--- src/design/ccs_pkg.sv ---
`default_nettype none

package ccs_pkg;

  // Field widths fixed by the interface
  localparam int LIT_W = 32;
  localparam int VAR_W = 31;
  localparam int TGT_W = 5;
  localparam int CFG_IDX_W = 1;
  localparam int CFG_DATA_W = 32;

  // Default sizing
  localparam int MAX_LEN_DEF = 16;
  localparam int QDEPTH_DEF = 4;

  localparam logic [LIT_W-1:0] LIT_MAX = 32'h7FFF_FFFF;
  localparam logic [TGT_W-1:0] MIN_TARGET = 5'd3;

  // Configuration register indexes
  typedef enum logic [CFG_IDX_W-1:0] {
    CFG_NUM_VARS   = 1'b0,
    CFG_TARGET_LEN = 1'b1
  } cfg_idx_t;

  // One buffered literal request
  typedef struct packed {
    logic [LIT_W-1:0] lit;
    logic             last;
  } ccs_item_t;

  // Live configuration as seen by the back end
  typedef struct packed {
    logic [VAR_W-1:0] num_vars;
    logic [TGT_W-1:0] tgt;
  } ccs_cfg_t;

  // Back-end sequencer
  typedef enum logic [3:0] {
    S_IDLE,
    S_PREP,
    S_CHK,
    S_RD_X,
    S_EM_X,
    S_RD_Y,
    S_EM_Y,
    S_EM_V,
    S_RD_O,
    S_EM_O
  } state_t;

endpackage

`default_nettype wire

--- src/design/ccs_ram.sv ---
`default_nettype none

module ccs_ram #(
  parameter int WIDTH = 32,
  parameter int DEPTH = 16
) (
  input  logic                     clk,
  input  logic                     we,
  input  logic [$clog2(DEPTH)-1:0] waddr,
  input  logic [WIDTH-1:0]         wdata,
  input  logic [$clog2(DEPTH)-1:0] raddr,
  output logic [WIDTH-1:0]         rdata
);

  logic [WIDTH-1:0] mem [DEPTH];

  always_ff @(posedge clk) begin
    if (we) begin
      mem[waddr] <= wdata;
    end
    rdata <= mem[raddr];
  end

endmodule

`default_nettype wire

--- src/design/ccs_front.sv ---
`default_nettype none

module ccs_front #(
  parameter int DEPTH = ccs_pkg::QDEPTH_DEF
) (
  input  logic                         clk,
  input  logic                         rst,
  input  logic                         in_valid,
  output logic                         in_stall,
  input  logic signed [ccs_pkg::LIT_W-1:0] lit,
  input  logic                         last,
  output ccs_pkg::ccs_item_t           q_item,
  output logic                         q_valid,
  input  logic                         q_pop
);

  import ccs_pkg::*;

  localparam int PW = $clog2(DEPTH);

  ccs_item_t       qmem [DEPTH];
  logic [PW-1:0]   wr_ptr;
  logic [PW-1:0]   rd_ptr;
  logic [PW:0]     count;
  logic            push;
  logic            pop;

  assign in_stall = (count == (PW+1)'(DEPTH));
  assign push     = in_valid && !in_stall;
  assign q_valid  = (count != '0);
  assign pop      = q_pop && q_valid;
  assign q_item   = qmem[rd_ptr];

  always_ff @(posedge clk) begin
    if (rst) begin
      wr_ptr <= '0;
      rd_ptr <= '0;
      count  <= '0;
    end else begin
      if (push) begin
        wr_ptr <= wr_ptr + PW'(1);
      end
      if (pop) begin
        rd_ptr <= rd_ptr + PW'(1);
      end
      case ({push, pop})
        2'b10:   count <= count + (PW+1)'(1);
        2'b01:   count <= count - (PW+1)'(1);
        default: count <= count;
      endcase
    end
  end

  always_ff @(posedge clk) begin
    if (push) begin
      qmem[wr_ptr] <= '{lit: lit, last: last};
    end
  end

endmodule

`default_nettype wire

--- src/design/ccs_back.sv ---
`default_nettype none

module ccs_back #(
  parameter int MAX_LEN = ccs_pkg::MAX_LEN_DEF
) (
  input  logic                             clk,
  input  logic                             rst,
  input  ccs_pkg::ccs_cfg_t                cfg,
  input  ccs_pkg::ccs_item_t               q_item,
  input  logic                             q_valid,
  output logic                             q_pop,
  output logic                             out_valid,
  input  logic                             out_stall,
  output logic signed [ccs_pkg::LIT_W-1:0] out_lit,
  output logic                             clause_end,
  output logic                             is_aux,
  output logic                             run_end,
  output logic                             error
);

  import ccs_pkg::*;

  localparam int AW = $clog2(MAX_LEN);
  localparam int CW = $clog2(MAX_LEN + 1);
  localparam int EW = (CW > TGT_W) ? CW : TGT_W;
  localparam logic [CW-1:0] FULL = CW'(MAX_LEN);

  state_t           state;
  state_t           state_next;
  logic [CW-1:0]    fill;
  logic             overflow;
  logic [VAR_W-1:0] aux_used;
  logic [CW-1:0]    n;
  logic [CW-1:0]    idx;
  logic [CW-1:0]    splits;
  logic [CW-1:0]    desired;
  logic [LIT_W-1:0] sum;
  logic [LIT_W-1:0] vcur;
  logic             err;

  logic             slot_free;
  logic             buf_full;
  logic [CW-1:0]    fill_inc;
  logic [EW-1:0]    n_ext;
  logic [EW-1:0]    tgt_ext;
  logic [CW-1:0]    desired_c;
  logic             over;
  logic [CW-1:0]    avail;
  logic [CW-1:0]    splits_c;
  logic             last_orig;

  logic             ram_we;
  logic [AW-1:0]    ram_waddr;
  logic [LIT_W-1:0] ram_wdata;
  logic [AW-1:0]    ram_raddr;
  logic [LIT_W-1:0] ram_rdata;

  logic             load;
  logic [LIT_W-1:0] load_lit;
  logic             load_end;
  logic             load_aux;
  logic             load_run;

  ccs_ram #(
    .WIDTH(LIT_W),
    .DEPTH(MAX_LEN)
  ) u_buf (
    .clk  (clk),
    .we   (ram_we),
    .waddr(ram_waddr),
    .wdata(ram_wdata),
    .raddr(ram_raddr),
    .rdata(ram_rdata)
  );

  assign slot_free = !out_valid || !out_stall;
  assign buf_full  = (fill == FULL);
  assign fill_inc  = buf_full ? fill : fill + CW'(1);
  assign n_ext     = EW'(n);
  assign tgt_ext   = EW'(cfg.tgt);
  assign desired_c = (n_ext > tgt_ext) ? CW'(n_ext - tgt_ext) : '0;
  // aux range check: every wanted split needs a variable <= LIT_MAX;
  // a clause that needs no split never runs out
  assign over      = (desired != '0) &&
                     (({1'b0, sum} + (LIT_W+1)'(desired)) > {1'b0, LIT_MAX});
  assign avail     = (sum >= LIT_MAX) ? '0 : CW'(LIT_MAX - sum);
  assign splits_c  = over ? avail : desired;
  assign last_orig = (idx == n - CW'(1));

  // next state
  always_comb begin
    state_next = state;
    case (state)
      S_IDLE: begin
        if (q_valid && q_item.last) begin
          state_next = S_PREP;
        end
      end
      S_PREP: state_next = S_CHK;
      S_CHK:  state_next = (splits_c != '0) ? S_RD_X : S_RD_O;
      S_RD_X: state_next = S_EM_X;
      S_EM_X: begin
        if (slot_free) begin
          state_next = S_RD_Y;
        end
      end
      S_RD_Y: state_next = S_EM_Y;
      S_EM_Y: begin
        if (slot_free) begin
          state_next = S_EM_V;
        end
      end
      S_EM_V: begin
        if (slot_free) begin
          state_next = (splits == CW'(1)) ? S_RD_O : S_RD_X;
        end
      end
      S_RD_O: state_next = S_EM_O;
      S_EM_O: begin
        if (slot_free) begin
          state_next = last_orig ? S_IDLE : S_RD_O;
        end
      end
      default: state_next = S_IDLE;
    endcase
  end

  // sequencer outputs
  always_comb begin
    q_pop     = 1'b0;
    ram_we    = 1'b0;
    ram_waddr = fill[AW-1:0];
    ram_wdata = q_item.lit;
    ram_raddr = idx[AW-1:0];
    load      = 1'b0;
    load_lit  = ram_rdata;
    load_end  = 1'b0;
    load_aux  = 1'b0;
    load_run  = 1'b0;
    case (state)
      S_IDLE: begin
        q_pop  = q_valid;
        ram_we = q_valid && !buf_full;
      end
      S_RD_X, S_EM_X: begin
        ram_raddr = AW'(n - CW'(1));
        load      = (state == S_EM_X) && slot_free;
        load_aux  = 1'b1;
      end
      S_RD_Y, S_EM_Y: begin
        ram_raddr = AW'(n - CW'(2));
        load      = (state == S_EM_Y) && slot_free;
        load_aux  = 1'b1;
      end
      S_EM_V: begin
        ram_we    = slot_free;
        ram_waddr = AW'(n - CW'(2));
        ram_wdata = vcur;
        load      = slot_free;
        load_lit  = LIT_W'(0) - vcur;
        load_end  = 1'b1;
        load_aux  = 1'b1;
      end
      S_EM_O: begin
        load     = slot_free;
        load_end = last_orig;
        load_run = last_orig;
      end
      default: begin
        load = 1'b0;
      end
    endcase
  end

  // control state
  always_ff @(posedge clk) begin
    if (rst) begin
      state     <= S_IDLE;
      fill      <= '0;
      overflow  <= 1'b0;
      aux_used  <= '0;
      out_valid <= 1'b0;
    end else begin
      state <= state_next;
      if (load) begin
        out_valid <= 1'b1;
      end else if (!out_stall) begin
        out_valid <= 1'b0;
      end
      case (state)
        S_IDLE: begin
          if (q_valid) begin
            fill <= fill_inc;
            if (buf_full) begin
              overflow <= 1'b1;
            end
          end
        end
        S_EM_V: begin
          if (slot_free) begin
            aux_used <= aux_used + VAR_W'(1);
          end
        end
        S_EM_O: begin
          if (slot_free && last_orig) begin
            fill     <= '0;
            overflow <= 1'b0;
          end
        end
        default: begin
          fill <= fill;
        end
      endcase
    end
  end

  // datapath
  always_ff @(posedge clk) begin
    if (load) begin
      out_lit    <= load_lit;
      clause_end <= load_end;
      is_aux     <= load_aux;
      run_end    <= load_run;
      error      <= err;
    end
    case (state)
      S_IDLE: begin
        if (q_valid && q_item.last) begin
          n <= fill_inc;
        end
      end
      S_PREP: begin
        sum     <= LIT_W'(cfg.num_vars) + LIT_W'(aux_used);
        desired <= desired_c;
      end
      S_CHK: begin
        splits <= splits_c;
        err    <= overflow | over;
        vcur   <= sum + LIT_W'(1);
        idx    <= '0;
      end
      S_EM_V: begin
        if (slot_free) begin
          n      <= n - CW'(1);
          vcur   <= vcur + LIT_W'(1);
          splits <= splits - CW'(1);
        end
      end
      S_EM_O: begin
        if (slot_free && !last_orig) begin
          idx <= idx + CW'(1);
        end
      end
      default: begin
        idx <= idx;
      end
    endcase
  end

  // the last result of a clause is always the final original literal
  a_run_end_on_orig: assert property (@(posedge clk) disable iff (rst)
    out_valid && run_end |-> clause_end && !is_aux)
    else $error("run_end on a result that does not close the shortened clause");

  // a split is never emitted without budget left
  a_split_budget: assert property (@(posedge clk) disable iff (rst)
    state == S_EM_V |-> splits != '0)
    else $error("split emitted with no split count left");

  // original-literal reads stay inside the shortened clause
  a_idx_in_range: assert property (@(posedge clk) disable iff (rst)
    (state == S_RD_O || state == S_EM_O) |-> idx < n && n <= FULL)
    else $error("original literal index outside the clause");

  // aux counter moves only when a new variable is handed out
  a_aux_step: assert property (@(posedge clk) disable iff (rst)
    $past(!rst) && aux_used != $past(aux_used) |->
      $past(state) == S_EM_V && $past(slot_free))
    else $error("aux counter changed outside a split");

endmodule

`default_nettype wire

--- src/design/cnf_clause_splitter.sv ---
// CNF clause splitter. Literals of a clause arrive one request at a time on
// lit/last and are buffered (up to MAX_LEN per clause; more sets the error
// flag and is dropped). On the request marked last, the clause is cut from
// the back while longer than target_len: the last two literals x, y and a
// fresh variable v (num_vars+1, num_vars+2, ... counted since reset) give
// the clause {x, y, -v}, and v replaces x, y. Then the shortened original
// follows. Each result carries is_aux, clause_end, run_end (last result of
// that input clause) and error (buffer overflow or aux range exhausted, set
// on every result of the clause). A closing literal passes through the setup
// states S_PREP and S_CHK; then x, y and each original literal are read from
// the buffer RAM and then loaded into the output register, while -v is loaded
// straight from the variable counter; results are paced by the single read
// port of the clause buffer. A four-entry input queue keeps taking literals
// of the next clause while results drain. Configuration (cfg_index 0 =
// num_vars, 1 = target_len; target_len below 3 acts as 3) must be written
// only while the block is idle; the block does not enforce this, and
// cfg_ready is always high. No clearing pass is needed after reset.
`default_nettype none

module cnf_clause_splitter #(
  parameter int MAX_LEN     = ccs_pkg::MAX_LEN_DEF,
  parameter int QUEUE_DEPTH = ccs_pkg::QDEPTH_DEF
) (
  input  logic                                  clk,
  input  logic                                  rst,
  // configuration write channel
  input  logic                                  cfg_valid,
  output logic                                  cfg_ready,
  input  logic [ccs_pkg::CFG_IDX_W-1:0]         cfg_index,
  input  logic [ccs_pkg::CFG_DATA_W-1:0]        cfg_data,
  // literal input
  input  logic                                  in_valid,
  output logic                                  in_stall,
  input  logic signed [ccs_pkg::LIT_W-1:0]      lit,
  input  logic                                  last,
  // result output
  output logic                                  out_valid,
  input  logic                                  out_stall,
  output logic signed [ccs_pkg::LIT_W-1:0]      out_lit,
  output logic                                  clause_end,
  output logic                                  is_aux,
  output logic                                  run_end,
  output logic                                  error
);

  import ccs_pkg::*;

  logic [VAR_W-1:0] num_vars;
  logic [TGT_W-1:0] target_len;
  ccs_cfg_t         cfg;
  ccs_item_t        q_item;
  logic             q_valid;
  logic             q_pop;

  // config writes are only legal while idle, so always take them
  assign cfg_ready = 1'b1;

  always_ff @(posedge clk) begin
    if (rst) begin
      num_vars   <= '0;
      target_len <= MIN_TARGET;
    end else if (cfg_valid && cfg_ready) begin
      case (cfg_index)
        CFG_NUM_VARS:   num_vars   <= cfg_data[VAR_W-1:0];
        CFG_TARGET_LEN: target_len <= cfg_data[TGT_W-1:0];
        default:        num_vars   <= num_vars;
      endcase
    end
  end

  // clamp target length to the 3-literal floor
  assign cfg.num_vars = num_vars;
  assign cfg.tgt      = (target_len < MIN_TARGET) ? MIN_TARGET : target_len;

  // front: input handshake and request queue
  ccs_front #(
    .DEPTH(QUEUE_DEPTH)
  ) u_front (
    .clk     (clk),
    .rst     (rst),
    .in_valid(in_valid),
    .in_stall(in_stall),
    .lit     (lit),
    .last    (last),
    .q_item  (q_item),
    .q_valid (q_valid),
    .q_pop   (q_pop)
  );

  // back: clause buffer, splitting sequencer, output register
  ccs_back #(
    .MAX_LEN(MAX_LEN)
  ) u_back (
    .clk       (clk),
    .rst       (rst),
    .cfg       (cfg),
    .q_item    (q_item),
    .q_valid   (q_valid),
    .q_pop     (q_pop),
    .out_valid (out_valid),
    .out_stall (out_stall),
    .out_lit   (out_lit),
    .clause_end(clause_end),
    .is_aux    (is_aux),
    .run_end   (run_end),
    .error     (error)
  );

endmodule

`default_nettype wire

--- config.mk ---
export PLATFORM = sky130hd
export DESIGN_NAME = cnf_clause_splitter
export DESIGN_NICKNAME = d
export VERILOG_FILES = /design/src/design/ccs_pkg.sv /design/src/design/ccs_ram.sv /design/src/design/ccs_front.sv /design/src/design/ccs_back.sv /design/src/design/cnf_clause_splitter.sv
export SDC_FILE = /design/constraint.sdc
export NUM_CORES = 1
export LEC_CHECK = 0
export BUFFER_PORTS_ARGS = -buffer_cell sky130_fd_sc_hd__clkbuf_2
export CAP_MARGIN = 40
export CORE_UTILIZATION = 45
export DETAILED_ROUTE_END_ITERATION = 10
export GPL_TIMING_DRIVEN = 0
export SLEW_MARGIN = 30
export SYNTH_ARGS = -nofsm -noshare
export SYNTH_HDL_FRONTEND = slang
export SYNTH_SLANG_ARGS = --single-unit
--- constraint.sdc ---
create_clock -name clk -period 6.5 [get_ports clk]
set_input_delay 0.65 -clock clk [delete_from_list [all_inputs] [get_ports clk]]
set_output_delay 0.65 -clock clk [all_outputs]
set_load 0.1 [all_outputs]
==> reports/results.ini <==
[detailed_routing]
drc = 0
drtIter0Drc = 2306
wirelength_um = 94500
route.vias.total = 22000
wl_per_cell_um = 24.6
ant_nets = 0
drtPass1Iterations = 6
vias_per_cell = 5.73

[synthesis]
synth.net_count = 2573
synthesis.area_mm2 = 0.0372
synth_common_cells = 765 x edfxtp_1, 328 x nand2_1, 161 x mux4_2
ys_seq_area_share_pct = 68.2
synth_top_area_share_pct = 61.8
syn_avg_cell_area_um2 = 15.2
postSynthCellCount = 2441
ys_ff_latch = 884
yosysWarnings = 0
synth_top_area_cell = edfxtp_1
synth.most_common_cell = edfxtp_1
ys_dominant_reg_cell = edfxtp_1
async_flop_share_pct = 0
ys_types = 75
synth_edf_count = 765
ys_top_cells_by_area = edfxtp_1 62%, mux4_2 9.8%, dfxtp_1 6.4%

[timing]
maxSlewViolCount = 0
finalCritPeriodShare_pct = 68.8
fmax_mhz = 224
slew_headroom_pct = 37.8
min_period_ns = 4.47
skew_ns = 0.0361
worst_pin_slew_ns = 0.933
fin_ws_ns = 2.03
rsz0062_at_grt = false
finalSetupViolCount = 0
hold_violations = 0

[clocking]
ctsLongestPathBuffers = 3
htreeDepth = 3
cts_buffers = 93
post_cts_buffers = 0
clkLatencyLatePin_ns = 0.66
clk_pin_slew_ns = 0.06
cts_resized = 0
cts_hold_buf = 0
cts_tree = built
cts-root-buf = clkbuf_16
clock-sinks = 884

[setup_path]
max_stage_delay_ns = 0.62
crit_type = reg -> reg
critPathArrivalTime_ns = 4.82
startpoint_type = flop
required_ns = 6.84
cp-end-kind = flop
critPathMaxFanout = 15
crit_path_frequent_cell = clkbuf_1
worstPathCellList = buf_4 -> nand4b_1 -> clkbuf_1 -> clkbuf_1 -> clkbuf_1 -> a31oi_1 -> clkbuf_2 -> nor2_4 -> buf_16 -> buf_16
slowest_stage = clkbuf_1

[final_layout]
drive_above_1_share_pct = 19.9
areaGrowthSynthToFinish_pct = 17.3
final_net_count = 2824
diodes = 0
nFillCells = 6616
stdcell_count = 3843
seq_area_mm2 = 0.0254
fin_util_pct = 53.3
multiInputGateArea_mm2 = 0.0112

[placed_design]
dp.cells = 3664
pre_cts_ws_ns = 2.14
gp_congestion = 0.915
dp_hpwl_um = 68900
io_buffers = 106

[global_route]
grt_pass1_wl_um = 140000
grt_max_degree = 25
grt_overflow = 0
grtUsageTotal_pct = 22.9
antenna_found_initial = 1
first_global_vias = 22000

[outcome]
outcome = complete, no violations

[power_and_ir_drop]
ir_drop_uv = 277
p_per_area_mw_per_mm2 = 412
power.leakage_nw = 15.1

[die]
io_pins = 110
core-area_mm2 = 0.0818
die_w_um = 289
die_h_um = 289
die-area_mm2 = 0.0837
rows = 105
start_util_pct = 45.4

[worst_hold_path]
hp-class = in -> reg

[flow_run]
drv_cap = 0

-- stage by stage --
stage	hold slack, ns	cell area, µm²	setup TNS (ns)	power (mW)
floorplan	0.400	37200	0	10.7
global placement	0.462	39000	-21.18	12.2
detailed placement	0.469	40300	0	12.5
CTS	0.184	43600	0	18.1
global route	0.194	43600	0	18.7
finish	0.215	43600	0	18.0
-- layout make-up --
cell class / instances / share of cell area, %
multi-input combinational: 1387 / 25.6
clock inverter: 48 / 1.38
tap: 1070 / 3.07
sequential: 884 / 58.2
timing repair buffer: 156 / 3.81
inverter: 50 / 0.431
clock buffer: 128 / 6.19
buffer: 120 / 1.33
-- report_power, final --
part / total, mW / switching [mW] / leakage [nW] / internal [mW]
clock network: 5.57 / 2.21 / 1.59 / 3.36
registers: 7.73 / 0.327 / 7.93 / 7.41
logic: 4.68 / 3.00 / 5.56 / 1.68
total: 18.0 / 5.54 / 15.1 / 12.4
-- cells in the final DEF, fill, tap and decap left out, types with 67 or more instances in the layout --
master,n
dfxtp_1,119
o21ai_0,67
mux4_2,161
xnor2_1,71
xor2_1,79
nand2_1,327
nor2_1,117
a22oi_1,68
clkbuf_2,109
edfxtp_1,765
clkbuf_1,90
clkbuf_16,96
a21oi_1,87
-- registers in the layout (all words and copies together) (netlist names), 31 cells and up, named ones only --
name and count:
u_back.u_buf.mem 512, u_front.qmem 132, u_back.out_lit 32, u_back.sum 32, u_back.u_buf.rdata 32, u_back.vcur 32, num_vars 31, u_back.aux_used 31
-- cell families after synthesis --
kind of cell	Yosys count	share of synthesized area, %
AOI/OAI and AO/OA	327	5.67
xor gates and xnor gates	150	3.54
adders and majority gates	61	2.14
buffers and inverters	170	2.06
DFF	884	68.2
muxes	175	10.1
other	1	0.0101
and+or+nand+nor	673	8.19
-- worst max-delay path: cells and delay by family, from the launching register on --
kind            cells  cell delay (ns)
compound gates      1             0.33
buf+inv             7             2.52
flops               1             0.29
simple gates        2             1.00
-- per-layer routing --
layer  up-vias  global-route usage (%)  part of all wire [%]
met3       152                    3.09                   6.3
met2       795                    36.9                    48
li1       9835                       -                     -
met5         -                       0                     0
met1     11200                    32.3                    43
met4         0                    7.14                   3.0
-- final timing paths --
| check | startpoint | to | slack, ns | cells past startpoint |
|---|---|---|---|---|
| setup / recovery | u_back.state[0] | u_back.u_buf.mem[12][11] | 2.03 | 10 |
| hold / removal | lit[1] | u_front.qmem[0][2] | 0.21 | 1 |
| setup reg to reg | u_back.state[0] | u_back.u_buf.mem[12][11] | 2.03 | 10 |
| hold reg to reg | num_vars[27] | num_vars[27] | 0.47 | 2 |
Power figures use the tool's default switching activity.
